`src/design/krit_pkg.sv`:
```
// Package for the key record index table.
// Holds entry and result types, action and status codes and field widths.
// No dependencies.
`timescale 1ns / 1ps

package krit_pkg;

    localparam int unsigned ACT_W   = 3;
    localparam int unsigned KEY_W   = 32;
    localparam int unsigned PAGE_W  = 32;
    localparam int unsigned SLOT_W  = 16;
    localparam int unsigned STAT_W  = 3;
    localparam int unsigned COUNT_W = 7;
    localparam int unsigned KTYPE_W = 2;

    // Key comparison rules; the spare code compares as integer.
    localparam logic [KTYPE_W-1:0] KT_INT   = 2'd0;
    localparam logic [KTYPE_W-1:0] KT_FLOAT = 2'd1;
    // Key comparison rule that makes any two nonzero keys equal.
    localparam logic [KTYPE_W-1:0] KT_BOOL  = 2'd2;
    localparam logic [KTYPE_W-1:0] KT_SPARE = 2'd3;

    typedef enum logic [ACT_W-1:0] {
        ACT_CLEAR  = 3'd0,
        ACT_INSERT = 3'd1,
        ACT_FIND   = 3'd2,
        ACT_DELETE = 3'd3,
        ACT_SORT   = 3'd4,
        ACT_SCAN   = 3'd5,
        ACT_RSVD6  = 3'd6,
        ACT_RSVD7  = 3'd7
    } t_action;

    typedef enum logic [STAT_W-1:0] {
        ST_OK        = 3'd0,
        ST_NOT_FOUND = 3'd1,
        ST_EXISTS    = 3'd2,
        ST_NO_MORE   = 3'd3,
        ST_FULL      = 3'd4
    } t_status;

    typedef enum logic [3:0] {
        S_IDLE,
        S_LOC_RD,
        S_LOC_CMP,
        S_DEL_RD,
        S_DEL_WR,
        S_SRT_RD_I,
        S_SRT_LD_I,
        S_SRT_RD_J,
        S_SRT_CMP,
        S_SCAN_RD,
        S_SCAN_LD,
        S_DONE
    } t_state;

    typedef struct packed {
        logic [KEY_W-1:0]  key;
        logic [PAGE_W-1:0] page;
        logic [SLOT_W-1:0] slot;
    } t_entry;

    typedef struct packed {
        logic [STAT_W-1:0]  status;
        logic [PAGE_W-1:0]  page;
        logic [SLOT_W-1:0]  slot;
        logic [COUNT_W-1:0] count;
    } t_result;

    // Outcome of the shared key comparator.
    typedef struct packed {
        logic eq;
        logic lt;
    } t_cmp;

endpackage

```
`src/design/krit_in_if.sv`:
```
// Input and output channel interfaces of the key record index table.
// Depends on krit_pkg for the field widths.
`timescale 1ns / 1ps

interface krit_in_if;
    import krit_pkg::*;
    logic                      valid;
    logic                      ready;
    logic [ACT_W-1:0]          action;
    logic signed [KEY_W-1:0]   key_value;
    logic [PAGE_W-1:0]         rid_page_in;
    logic [SLOT_W-1:0]         rid_slot_in;

    modport source (output valid, action, key_value, rid_page_in, rid_slot_in,
                    input ready);
    modport sink   (input valid, action, key_value, rid_page_in, rid_slot_in,
                    output ready);
endinterface


```
`src/design/krit_cmp.sv`:
```
// Shared key comparator: equality under the key rule and signed less-than.
// Depends on krit_pkg.
`timescale 1ns / 1ps

module krit_cmp (
    input  logic [krit_pkg::KEY_W-1:0]   i_a,
    input  logic [krit_pkg::KEY_W-1:0]   i_b,
    input  logic [krit_pkg::KTYPE_W-1:0] i_key_type,
    output krit_pkg::t_cmp               o_cmp
);
    import krit_pkg::*;

    // Boolean keys match when both are zero or both are nonzero.
    always_comb begin
        if (i_key_type == KT_BOOL) begin
            o_cmp.eq = ((|i_a) == (|i_b));
        end else begin
            o_cmp.eq = (i_a == i_b);
        end
        o_cmp.lt = ($signed(i_a) < $signed(i_b));
    end

endmodule

```
`src/design/krit_ctrl.sv`:
```
// Sequencer of the key record index table: walks the entry store for
// lookups, delete shifts, insertion sort and scans. Uses krit_pkg and krit_cmp.
`timescale 1ns / 1ps

module krit_ctrl #(
    parameter int unsigned ENTRIES = 64
) (
    input  logic                         i_clk,
    input  logic                         i_rst_n,
    input  logic                         i_cfg_we,
    input  logic [krit_pkg::KTYPE_W-1:0] i_cfg_wdata,
    krit_in_if.sink                      i_in,
    output logic                         o_mem_we,
    output logic [$clog2(ENTRIES)-1:0]   o_mem_waddr,
    output krit_pkg::t_entry             o_mem_wdata,
    output logic [$clog2(ENTRIES)-1:0]   o_mem_raddr,
    input  krit_pkg::t_entry             i_mem_rdata,
    output logic                         o_res_valid,
    output krit_pkg::t_result            o_res,
    input  logic                         i_res_take
);
    import krit_pkg::*;

    localparam int unsigned AW = $clog2(ENTRIES);
    localparam int unsigned CW = $clog2(ENTRIES + 1);
    localparam logic [CW-1:0] FULL = CW'(ENTRIES);

    t_state              r_state, n_state;
    logic [ACT_W-1:0]    r_act, n_act;
    t_entry              r_in, n_in;
    t_entry              r_tmp, n_tmp;
    logic [CW-1:0]       r_cnt, n_cnt;
    logic [CW-1:0]       r_scan, n_scan;
    logic [CW-1:0]       r_i, n_i;
    logic [CW-1:0]       r_j, n_j;
    logic [STAT_W-1:0]   r_status, n_status;
    logic [PAGE_W-1:0]   r_rpage, n_rpage;
    logic [SLOT_W-1:0]   r_rslot, n_rslot;
    logic [KTYPE_W-1:0]  r_ktype;
    logic                sorting;
    t_cmp                cmp;
    logic [CW-1:0]       i_next;
    logic [CW-1:0]       j_prev;

    assign sorting = (r_state == S_SRT_CMP);
    assign i_next  = r_i + 1'b1;
    assign j_prev  = r_j - 1'b1;

    krit_cmp u_cmp (
        .i_a        (sorting ? r_tmp.key : r_in.key),
        .i_b        (i_mem_rdata.key),
        .i_key_type (r_ktype),
        .o_cmp      (cmp)
    );

    // Key rule register.
    always_ff @(posedge i_clk) begin
        if (!i_rst_n) begin
            r_ktype <= '0;
        end else if (i_cfg_we) begin
            r_ktype <= i_cfg_wdata;
        end
    end

    // Sequencer and working registers.
    always_ff @(posedge i_clk) begin
        if (!i_rst_n) begin
            r_state <= S_IDLE;
            r_cnt   <= '0;
            r_scan  <= '0;
        end else begin
            r_state <= n_state;
            r_cnt   <= n_cnt;
            r_scan  <= n_scan;
        end
        r_act    <= n_act;
        r_in     <= n_in;
        r_tmp    <= n_tmp;
        r_i      <= n_i;
        r_j      <= n_j;
        r_status <= n_status;
        r_rpage  <= n_rpage;
        r_rslot  <= n_rslot;
    end

    // Next state, store accesses and result.
    always_comb begin
        n_state     = r_state;
        n_act       = r_act;
        n_in        = r_in;
        n_tmp       = r_tmp;
        n_cnt       = r_cnt;
        n_scan      = r_scan;
        n_i         = r_i;
        n_j         = r_j;
        n_status    = r_status;
        n_rpage     = r_rpage;
        n_rslot     = r_rslot;
        o_mem_we    = 1'b0;
        o_mem_waddr = r_i[AW-1:0];
        o_mem_wdata = i_mem_rdata;
        o_mem_raddr = r_i[AW-1:0];
        i_in.ready  = 1'b0;
        o_res_valid = 1'b0;

        case (r_state)
            S_IDLE: begin
                i_in.ready = 1'b1;
                if (i_in.valid) begin
                    n_act    = i_in.action;
                    n_in     = '{key: i_in.key_value, page: i_in.rid_page_in,
                                 slot: i_in.rid_slot_in};
                    n_status = ST_OK;
                    n_rpage  = '0;
                    n_rslot  = '0;
                    n_i      = '0;
                    case (i_in.action)
                        ACT_CLEAR: begin
                            n_cnt   = '0;
                            n_scan  = '0;
                            n_state = S_DONE;
                        end
                        ACT_INSERT, ACT_FIND, ACT_DELETE: begin
                            n_state = S_LOC_RD;
                        end
                        ACT_SORT, ACT_SCAN: begin
                            n_i     = CW'(1);
                            n_state = S_SRT_RD_I;
                        end
                        default: begin
                            n_state = S_DONE;
                        end
                    endcase
                end
            end

            // Linear search: issue a read, then compare the stored key.
            S_LOC_RD: begin
                if (r_i == r_cnt) begin
                    n_state = S_DONE;
                    if (r_act == ACT_INSERT) begin
                        if (r_cnt == FULL) begin
                            n_status = ST_FULL;
                        end else begin
                            o_mem_we    = 1'b1;
                            o_mem_waddr = r_cnt[AW-1:0];
                            o_mem_wdata = r_in;
                            n_cnt       = r_cnt + 1'b1;
                        end
                    end else begin
                        n_status = ST_NOT_FOUND;
                    end
                end else begin
                    n_state = S_LOC_CMP;
                end
            end

            S_LOC_CMP: begin
                if (cmp.eq) begin
                    case (r_act)
                        ACT_INSERT: begin
                            n_status = ST_EXISTS;
                            n_state  = S_DONE;
                        end
                        ACT_FIND: begin
                            n_rpage = i_mem_rdata.page;
                            n_rslot = i_mem_rdata.slot;
                            n_state = S_DONE;
                        end
                        default: begin
                            n_state = S_DEL_RD;
                        end
                    endcase
                end else begin
                    n_i     = i_next;
                    n_state = S_LOC_RD;
                end
            end

            // Delete: move every later entry down one place.
            S_DEL_RD: begin
                o_mem_raddr = i_next[AW-1:0];
                if (i_next >= r_cnt) begin
                    n_cnt   = r_cnt - 1'b1;
                    n_state = S_DONE;
                end else begin
                    n_state = S_DEL_WR;
                end
            end

            S_DEL_WR: begin
                o_mem_we = 1'b1;
                n_i      = i_next;
                n_state  = S_DEL_RD;
            end

            // Insertion sort, outer step: fetch entry i.
            S_SRT_RD_I: begin
                if (r_i >= r_cnt) begin
                    n_state = (r_act == ACT_SCAN) ? S_SCAN_RD : S_DONE;
                end else begin
                    n_state = S_SRT_LD_I;
                end
            end

            S_SRT_LD_I: begin
                n_tmp   = i_mem_rdata;
                n_j     = r_i;
                n_state = S_SRT_RD_J;
            end

            // Inner step: fetch entry j-1 or drop the held entry at j.
            S_SRT_RD_J: begin
                o_mem_raddr = j_prev[AW-1:0];
                o_mem_waddr = r_j[AW-1:0];
                if (r_j == '0) begin
                    o_mem_we    = 1'b1;
                    o_mem_wdata = r_tmp;
                    n_i         = i_next;
                    n_state     = S_SRT_RD_I;
                end else begin
                    n_state = S_SRT_CMP;
                end
            end

            S_SRT_CMP: begin
                o_mem_we    = 1'b1;
                o_mem_waddr = r_j[AW-1:0];
                if (cmp.lt) begin
                    n_j     = j_prev;
                    n_state = S_SRT_RD_J;
                end else begin
                    o_mem_wdata = r_tmp;
                    n_i         = i_next;
                    n_state     = S_SRT_RD_I;
                end
            end

            // Scan: return the entry at the scan position.
            S_SCAN_RD: begin
                o_mem_raddr = r_scan[AW-1:0];
                if (r_scan >= r_cnt) begin
                    n_status = ST_NO_MORE;
                    n_state  = S_DONE;
                end else begin
                    n_state = S_SCAN_LD;
                end
            end

            S_SCAN_LD: begin
                n_rpage = i_mem_rdata.page;
                n_rslot = i_mem_rdata.slot;
                n_scan  = r_scan + 1'b1;
                n_state = S_DONE;
            end

            // Hold the result until the output register takes it.
            S_DONE: begin
                o_res_valid = 1'b1;
                if (i_res_take) begin
                    n_state = S_IDLE;
                end
            end

            default: begin
                n_state = S_IDLE;
            end
        endcase
    end

    assign o_res = '{status: r_status, page: r_rpage, slot: r_rslot,
                     count: COUNT_W'(r_cnt)};

endmodule

```
`src/flat_wrapper.sv`:
```
// flat-port wrapper written by rule: the top's interface ports become plain ports
module krit_ctrl_flat import krit_pkg::*;
#(
    parameter int unsigned ENTRIES = 64
)
  (i_clk, i_rst_n, i_cfg_we, i_cfg_wdata, o_mem_we, o_mem_waddr, o_mem_wdata, o_mem_raddr, i_mem_rdata, o_res_valid, o_res, i_res_take, i_in_valid, i_in_action, i_in_key_value, i_in_rid_page_in, i_in_rid_slot_in, i_in_ready);
  krit_in_if i_in_i ();
  input  logic i_clk;
  input  logic i_rst_n;
  input  logic i_cfg_we;
  input  logic [krit_pkg::KTYPE_W-1:0] i_cfg_wdata;
  output logic o_mem_we;
  output logic [$clog2(ENTRIES)-1:0] o_mem_waddr;
  output krit_pkg::t_entry o_mem_wdata;
  output logic [$clog2(ENTRIES)-1:0] o_mem_raddr;
  input  krit_pkg::t_entry i_mem_rdata;
  output logic o_res_valid;
  output krit_pkg::t_result o_res;
  input  logic i_res_take;
  input wire logic [$bits(i_in_i.valid)-1:0] i_in_valid;
  input wire logic [$bits(i_in_i.action)-1:0] i_in_action;
  input wire logic [$bits(i_in_i.key_value)-1:0] i_in_key_value;
  input wire logic [$bits(i_in_i.rid_page_in)-1:0] i_in_rid_page_in;
  input wire logic [$bits(i_in_i.rid_slot_in)-1:0] i_in_rid_slot_in;
  output wire logic [$bits(i_in_i.ready)-1:0] i_in_ready;
  assign i_in_i.valid = i_in_valid;
  assign i_in_i.action = i_in_action;
  assign i_in_i.key_value = i_in_key_value;
  assign i_in_i.rid_page_in = i_in_rid_page_in;
  assign i_in_i.rid_slot_in = i_in_rid_slot_in;
  assign i_in_ready = i_in_i.ready;
  krit_ctrl #(.ENTRIES(ENTRIES)) u_core (.i_clk(i_clk), .i_rst_n(i_rst_n), .i_cfg_we(i_cfg_we), .i_cfg_wdata(i_cfg_wdata), .i_in(i_in_i), .o_mem_we(o_mem_we), .o_mem_waddr(o_mem_waddr), .o_mem_wdata(o_mem_wdata), .o_mem_raddr(o_mem_raddr), .i_mem_rdata(i_mem_rdata), .o_res_valid(o_res_valid), .o_res(o_res), .i_res_take(i_res_take));
endmodule
```
`config.mk`:
```
export PLATFORM = sky130hd
export DESIGN_NAME = krit_ctrl_flat
export DESIGN_NICKNAME = d
export VERILOG_FILES = /design/src/design/krit_pkg.sv /design/src/design/krit_in_if.sv /design/src/design/krit_cmp.sv /design/src/design/krit_ctrl.sv /design/src/flat_wrapper.sv
export SDC_FILE = /design/constraint.sdc
export NUM_CORES = 1
export LEC_CHECK = 0
export BUFFER_PORTS_ARGS = -buffer_cell sky130_fd_sc_hd__buf_2
export CORE_MARGIN = 3
export CORE_UTILIZATION = 45
export CTS_BUF_LIST = sky130_fd_sc_hd__clkbuf_8
export DETAILED_ROUTE_END_ITERATION = 7
export PLACE_DENSITY_LB_ADDON = 0.08
export SLEW_MARGIN = 20
export SYNTH_ARGS = -nofsm -noshare
export SYNTH_HDL_FRONTEND = slang
export SYNTH_SLANG_ARGS = --single-unit
```
`constraint.sdc`:
```
create_clock -name i_clk -period 13.6 [get_ports i_clk]
set_clock_uncertainty 0.1 [all_clocks]
set_input_delay 0 -clock i_clk [delete_from_list [all_inputs] [get_ports i_clk]]
set_output_delay 0 -clock i_clk [all_outputs]
set_load 0.01 [all_outputs]
```
## After elaboration in Yosys (flattened, before gate mapping)

Cells that the tools add are included.

- Multiplexer cells: 65
- Div/mod/pow operators: 0
- Reduce and logical (&&, ||, !) cells: 24
- Eq/ne operators: 40
- Shift-type cells: 0
- Order comparisons: 4
- $mul: 0
- Add/subtract/negate cells: 5
- Bitwise gates (word level): 0

Operators with widths:

| operator | count |
|---|---|
| 2-to-1 mux 80 bit | 5 |
| one-hot mux 80 bit (3 select lines) | 1 |
| 2-to-1 mux 32 bit | 4 |
| one-hot mux 32 bit (3 select lines) | 1 |
| 2-to-1 mux 7 bit | 11 |
| OR reduction 32 bit | 2 |
| 2-to-1 mux 16 bit | 3 |
| one-hot mux 16 bit (3 select lines) | 1 |
| one-hot mux 4 bit (12 select lines) | 1 |
| one-hot mux 7 bit (5 select lines) | 1 |
| equality test 32 bit | 1 |
| less-than comparator 32 bit | 1 |
| 2-to-1 mux 4 bit | 8 |
| one-hot mux 7 bit (2 select lines) | 2 |
| adder 7 x 1 -> 7 bit (second input constant) | 3 |
| greater-or-equal comparator 7 bit | 3 |
| 2-to-1 mux 3 bit | 7 |
| one-hot mux 7 bit (3 select lines) | 1 |
| 2-to-1 mux 6 bit | 3 |
| one-hot mux 6 bit (3 select lines) | 1 |
| equality test 4 x 3 -> 1 bit (second input constant) | 4 |
| equality test 4 bit (second input constant) | 4 |
| inequality test 2 bit (second input constant) | 8 |
| inequality test 2 x 1 -> 1 bit (second input constant) | 7 |
| 31 further kinds | 55 |

- Memories kept: 0
- Word-level logic and storage cells: 154
- Output and inout port bits: 153
- Register bits: 248
- Bits in latches: 0
- Bits of input ports: 170
- Memory bits (writable): 0
- Memory bits (read-only): 0

## Longest topological paths before layout

Gate-level depths: netlist (run 1).

- Depth in word-level cells: 7
- Mapped depth: 18
- Mapped depth without buffers: 12

## Hierarchy

Synthesis (run 1) repeated with hierarchy kept, for this count alone.

- Cells, all modules: 1,007
- Area total of the unflattened synthesis: 12,276.8 µm²

Modules (own cells, without submodules):

| module | area each (µm²) | seq. area each (µm²) | instances | cells an instance |
|---|---|---|---|---|
| krit_ctrl | 11,302.1 | 7,247.0 | 1 | 870 |
| krit_cmp | 974.7 | 0.0 | 1 | 137 |

## Worst setup path before layout (run 1)

OpenSTA, ideal clock, no wires.

- Path kind: register to register
- From: reg u_core.r_state[2]
- To: reg u_core.r_rpage[0] (enable)
- Data arrival time: 5,963 ps
- Cell stages (with the launch flop): 9
- Required time: 13,029 ps
- Setup time: 471 ps
- Buffers on the path: 1
- Path slack: 7,066 ps
- Period minus slack after synthesis: 6,534 ps
- Path through: dfxtp_1 buf_2 nor2_1 nand2_1 inv_2 and2_1 nor2_1 or4b_1 o22ai_1

- Longest elaborated chain between the ends: 7
- Elaborated cells on any way between the ends: 14
- Those cells by class: eq/ne (8); mux (2); reduce/logical (4)

RTL lines:

| item | RTL line | text |
|---|---|---|
| from (decl) | krit_ctrl.sv:28 | `t_state r_state, n_state;` |
| from (signal assigned) | krit_ctrl.sv:72 | `r_state <= n_state;` |
| equality test 4 bit | krit_ctrl.sv:45 | `assign sorting = (r_state == S_SRT_CMP);` |
| 2-to-1 mux 32 bit | krit_ctrl.sv:50 | `.i_a (sorting ? r_tmp.key : r_in.key),` |
| OR reduction 32 bit | krit_cmp.sv:16 | `o_cmp.eq = ((\|i_a) == (\|i_b));` |
| equality test 1 bit | krit_cmp.sv:16 |  |
| 2-to-1 mux 1 bit | krit_cmp.sv:15 | `if (i_key_type == KT_BOOL) begin` |
| inequality test 2 x 1 -> 1 bit (no line) | -- |  |
| AND reduction 4 bit (no line) * | -- |  |
| to (signal assigned) | krit_ctrl.sv:82 | `r_rpage <= n_rpage;` |
| to (decl) | krit_ctrl.sv:37 | `logic [PAGE_W-1:0] r_rpage, n_rpage;` |

Mark *: on every way between the ends. The rest lies on a longest branch, timed or not.
A chain may end at the register's enable or synchronous reset.

==> results of run 1 <==
layout make-up:
type                       count  area [µm²]
sequential                   248        7250
inverter                     137         514
multi-input combinational    779        5880
tap                          396         495
timing repair buffer         507        3430
fill                        2633       12300
clock inverter                34         153
clock buffer                  45         619
final timing paths:
path,startpoint,endpoint,slack (ps),depth (start not counted)
worst max-delay path,u_core.r_state[0],o_mem_wdata[14],7960,14
worst min register to register,u_core.r_scan[6],u_core.r_scan[6],440,2
worst max register to register,u_core.r_state[0],u_core.r_j[4],8370,13
worst min-delay path,i_in_key_value[31],u_core.r_in[79],50,2
worst register-to-register path: cells and delay by family (launching register included):
kind / cells / cell delay, ps
AOI/OAI and AO/OA: 7 / 1780
buffers and inverters: 2 / 1250
DFF: 1 / 790
and+or+nand+nor: 3 / 600
adders and majority gates: 1 / 320
cell families after synthesis:
group | after synthesis
AO/OA/AOI/OAI | 404
XOR/XNOR | 21
adder cells (fa/ha/maj) | 62
buffers and inverters | 214
flip-flops | 248
multiplexers | 8
AND/OR/NAND/NOR | 284
where the power goes:
group	switching, W	internal [W]	total, W
clock	0.000310	0.000310	0.000620
sequential	0.000115	0.00108	0.00120
combinational	0.000836	0.000443	0.00128
flip-flops by register name (all words and copies together), names as in the netlist:
name and count:
u_core.r_status 3, u_core.r_j 7, u_core.r_in 80, u_core.r_rslot 16, u_core.r_i 7, u_core.r_act 3, u_core.r_state 4, u_core.r_scan 7
u_core.r_ktype 2, u_core.r_tmp 80, u_core.r_rpage 32, u_core.r_cnt 7
metrics by stage:
stage | instances | worst slack [ps] | hold WS, ps | util | power, W
after detailed placement | 1895 | 8360 | 78.1 | 0.517 | 0.00244
final | 2146 | 7960 | 50.8 | 0.598 | 0.00309
after floorplan | 1241 | 7070 | -1.13 | - | 0.00199
after CTS | 2146 | 7960 | 15.1 | 0.598 | 0.00311
after global placement | 1895 | 8200 | 76.8 | 0.516 | 0.00243
after global routing | 2146 | 7520 | 36.9 | 0.598 | 0.00330
placed cells by master (no fill, tap or decap), types with 15 or more instances in the layout:
cell and count:
nand2_1 79, o211ai_1 86, o21ai_0 56, nor2_1 35, nor4_1 26, clkbuf_8 45
edfxtp_1 228, dlygate4sd3_1 172, nand3_1 15, and2_1 52, ha_1 61, dfxtp_1 20
o211ai_2 80, a21oi_1 35, a22oi_1 87, inv_1 151, buf_2 322
layer usage:
layer  part of all wire  up-vias
met3              0.087       84
met5            0.00015        -
li1                   -     5657
met1               0.44     5790
met2               0.45      586
met4              0.028        2
repair_timing:
action,4_1_cts,5_1_grt
endpoints found under the hold margin,254,0
setup endpoints to repair,0,0
hold buffers,172,0
==> metrics, run 1 <==
Post-Synth Simple-Gate Area=0.108; Layout area overhead=30.7%; # rows=64; Power Density=about 170 nW/µm²; Die Wd=183 µm; Worst-path clk slew=about 60 ps; DRC Markers=0; Final min period=5640 ps; met3 usage=0.0520; MaxCap Viol Count=0; TritonCTS Buffers=between 40 and 50; CP required=13500 ps; Crit path largest cell delay=790 ps; Core Area=30700 µm²; met2 global-route usage=0.408; CP cell instances=nor2_1 > nand2_2 > buf_4 > o21ai_0 > ha_1 > a21oi_1 > o21ai_0 > o2bb2ai_1 > o41ai_2 > and3_4 > o31a_4 > buf_4 > o211ai_2 > buf_2; mapped cell area=14000 µm²; initial DRC count=1017; first-pass GRT wire length=approximately 70000 µm; Placer Congestion=0.884; Gate Count Post-Synth=roughly 1200; register area share after synthesis=0.517; I/O Buffers=322; drt pass-1 iters=5; dominant cell type by area after synthesis=edfxtp_1; Synth cell types=78; gr usage total=0.262; ys async rst share=0; worst setup path class=reg -> out; via density per instance=5.65; final hold violations=0; outcome=complete, no violations; Leakage=7.80 nW; layout cells sized above 1=0.281; fin nets=1949; Synth area leaders=edfxtp_1, o211ai_2, ha_1; gr busiest metal=met2; Tcrit/Tclk final=0.414; syn nets=1473; Buf+Inv Stages, Crit Path=3; Sum Neg Setup Slack=0 ps; CTS Root Cell=clkbuf_8; post-synthesis xor/xnor area fraction=0.0131; fmax=177 MHz; Synth Register Bits=~250; crit-path leading delay family=compound AO/OA/AOI/OAI gates; Mapped Avg Cell Area=11.3 µm²; EDFF count, synth=228; CP Capture Type=output pin; maximum root-to-sink buffer count=3; Initial Utilization=0.457; synth warn=0; most common cell in the netlist=edfxtp_1; setup violators final=0; die height=roughly 180 µm; worst relative slew slack=0.286; ANT cells=0; detailed placement HPWL=~30000 µm; # resized after CTS=0; vias in the first global route=12200; main combinational cell family by area after synthesis=compound AO/OA/AOI/OAI gates; WL final=about 45000 µm; multiplexer share of the synthesized area=0.00571; Post-Layout Inst Area=18300 µm²; Synth Area in Compound Gates=0.232; number of clock sinks=248; DP Area=15800 µm²; WL/cell=between 20 and 25 µm; HP Class=in -> reg; io pins=323; RSZ-0062 raised after global routing=false; die area=33300 µm²; max-slew violation count=0; crit path launch type=flip-flop; # H-tree levels=2; arrival time worst endpoint=between 5000 and 6000 ps; met1 usage=0.372; top-area cell type share of the netlist area=0.488; largest net degree at the start of global routing=83; most frequent cells after synthesis=edfxtp_1, inv_1, a22oi_1; crit-path max FO=79; vias=12100; TritonCTS clock tree=built; VDD IR-drop max=112 µV; post-synthesis adder-cell area fraction=0.0558; initial antenna violation count=1; Slowest-stage cell, CP=dfxtp_1; Clk Latency, worst-skew pair=around 560 ps; post-CTS setup buffer count=0; Routed Antenna Nets=0; total gr overflow=0; worst-margin pin slew=1070 ps; Main synth FF type=edfxtp_1
Power figures use the tool's default switching activity.
==> run 2, diff against run 1 <==
==> constraint.sdc (replaced) <==
create_clock -name i_clk -period 5.15 [get_ports i_clk]
set_clock_uncertainty 0.1 [all_clocks]
set_input_delay 0 -clock i_clk [delete_from_list [all_inputs] [get_ports i_clk]]
set_output_delay 0 -clock i_clk [all_outputs]
set_load 0.01 [all_outputs]
==> run 2 against run 1 <==
Compared with the run above:
- routed wire length is essentially flat
- critical endpoint is now o_mem_wdata[79]
- register-to-register slack lost 7500 ps
- sequential share of layout area is 0.25 points lower
- design area up 0.63%
- highest routed layer unchanged
==> metrics, run 2 (synthesized netlist as in run 1, its figures left out) <==
maximum root-to-sink buffer count=3 (unchanged); setup violators final=0 (unchanged); Combinational Power Share=0.423 (was 0.413); Tcrit/Tclk final=0.913; clock share of power=0.206 (was 0.200); die area=33300 µm² (unchanged); worst setup path class=reg -> out (unchanged); final hold violations=0 (unchanged); Reg power frac=0.372 (was 0.386); Leakage=7.86 nW (was 7.80 nW); number of clock sinks=248 (unchanged); Placed Cells=1901 (was 1895); max-slew violation count=0 (unchanged); CP Capture Type=output pin (unchanged); commonest non-fill, non-tap cells in the layout=buf_2, edfxtp_1, dlygate4sd3_1, inv_1, a22oi_1 (unchanged); HP Class=in -> reg (unchanged); Final min period=~4700 ps; worst setup margin=449 ps (was 7960 ps); via density per instance=5.64 (was 5.65); worst slack at placement=807 ps (was 8360 ps); Die Wd=183 µm (unchanged); worst-margin pin slew=1070 ps (about the same); Worst-path clk slew=60 ps (about the same); Regs by FF count=u_core.r_in (80), u_core.r_tmp (80), u_core.r_rpage (32) (unchanged); initial DRC count=1069 (was 1017); vias=12200 (was 12100); ANT cells=0 (unchanged); crit-path max FO=64 (was 79); most common cell after layout, fill and taps aside=buf_2 (unchanged); Core Area=30700 µm² (unchanged); detailed placement HPWL=29800 µm (was 30000 µm); DRC Markers=0 (unchanged); WL final=45500 µm (was 45400 µm); initial antenna violation count=1 (unchanged); CTS Root Cell=clkbuf_8 (unchanged); Initial Utilization=0.457 (unchanged); outcome=complete, no violations (unchanged); Placer Congestion=0.918 (was 0.884); CP required=5050 ps (was 13500 ps); VDD IR-drop max=286 µV (was 112 µV); arrival time worst endpoint=4600 ps (was 5540 ps); crit path launch type=flip-flop (unchanged); fmax=213 MHz; RSZ-0062 raised after global routing=false (unchanged); # rows=64 (unchanged); I/O Buffers=322 (unchanged); switch share=0.404 (was 0.408); worst relative slew slack=0.288 (was 0.286); Net Sw Power=0.00335 W (was 0.00126 W); total gr overflow=0 (unchanged); Cell Int Power=0.00494 W (was 0.00183 W); WL/cell=21.1 µm (was 21.2 µm); vias in the first global route=12300 (was 12200); largest net degree at the start of global routing=84 (was 83); # H-tree levels=2 (unchanged); Power Density=450 nW/µm² (was 169 nW/µm²); Routed Antenna Nets=0 (unchanged); r2r setup slk=830 ps (was 8370 ps); post-CTS setup buffer count=0 (unchanged); TritonCTS Buffers=45 (was 44); TritonCTS clock tree=built (unchanged); drt pass-1 iters=5 (unchanged); first-pass GRT wire length=70500 µm (was 69300 µm); Layout area overhead=31.5% (was 30.7%); Finished Layout Cells=2153 (was 2146); Clk Latency, worst-skew pair=560 ps (about the same); gr usage total=0.267 (was 0.262); die height=183 µm (unchanged); Sum Neg Setup Slack=0 ps (unchanged); io pins=323 (unchanged); MaxCap Viol Count=0 (unchanged); fin nets=1956 (was 1949); layout cells sized above 1=0.282 (was 0.281)
-- run 2: worst paths after layout --
path,start,endpoint,depth (start not counted)
worst max-delay path,u_core.r_state[0],o_mem_wdata[79],14
worst min-delay path,i_in_key_value[21],u_core.r_in[69],2
worst max register to register,u_core.r_state[0],u_core.r_rpage[21],12
worst min register to register,u_core.r_cnt[6],u_core.r_cnt[6],2
-- run 2: critical path, cell delays in order, from the launching register on --
cell and delay [ps]:
dfxtp_1 310, nor2_1 250, nand2_2 370, buf_4 400
nand2_1 110, o21ai_0 100, ha_1 340, nand4_1 240
nor4_4 340, o41ai_2 150, a21oi_4 180, buf_4 680
o211ai_1 180, o211ai_2 190, buf_2 180
-- run 2: power by group through the flow --
stage          Combinational, W  Clock, W  Sequential (W)
6_report                0.00351   0.00171         0.00308
2_1_floorplan           0.00206         0         0.00316
3_5_place_dp            0.00339         0         0.00312
3_3_place_gp            0.00337         0         0.00311
4_1_cts                 0.00351   0.00175         0.00308
5_1_grt                 0.00385   0.00184         0.00312
-- run 2: per-layer routing --
metal / up-vias / GRT usage / wire length [µm]
met1: 5873 / 0.365 / 19500
met3: 79 / 0.0456 / 3350
met2: 522 / 0.443 / 21600
met5: - / 0 / 13
met4: 2 / 0.0667 / 978
li1: 5676 / - / -
-- run 2: stage by stage --
step | hold slack (ps) | power [W] | utilization | cell area, µm²
after floorplan | -1.13 | 0.00522 | - | 14000
after global placement | 77.2 | 0.00648 | 0.519 | 15900
after detailed placement | 78.1 | 0.00651 | 0.519 | 15900
after CTS | 7.01 | 0.00834 | 0.601 | 18400
after global routing | 27.2 | 0.00881 | 0.602 | 18500
final | 43.4 | 0.00830 | 0.602 | 18500
-- run 2: final cells by class --
type	count	area, µm²
clock buffers	46	633
flip-flops and latches	248	7250
multi-input cells	779	5880
well taps	396	495
inverters	137	514
clock inverters	34	173
fillers	2570	12200
repair buffers	513	3520
-- run 2: timing repair --
item | CTS | global route
resized for setup | 0 | 5
endpoints found under the setup margin | 0 | 80
hold buffers | 172 | 0
hold endpoints to repair | 251 | 0
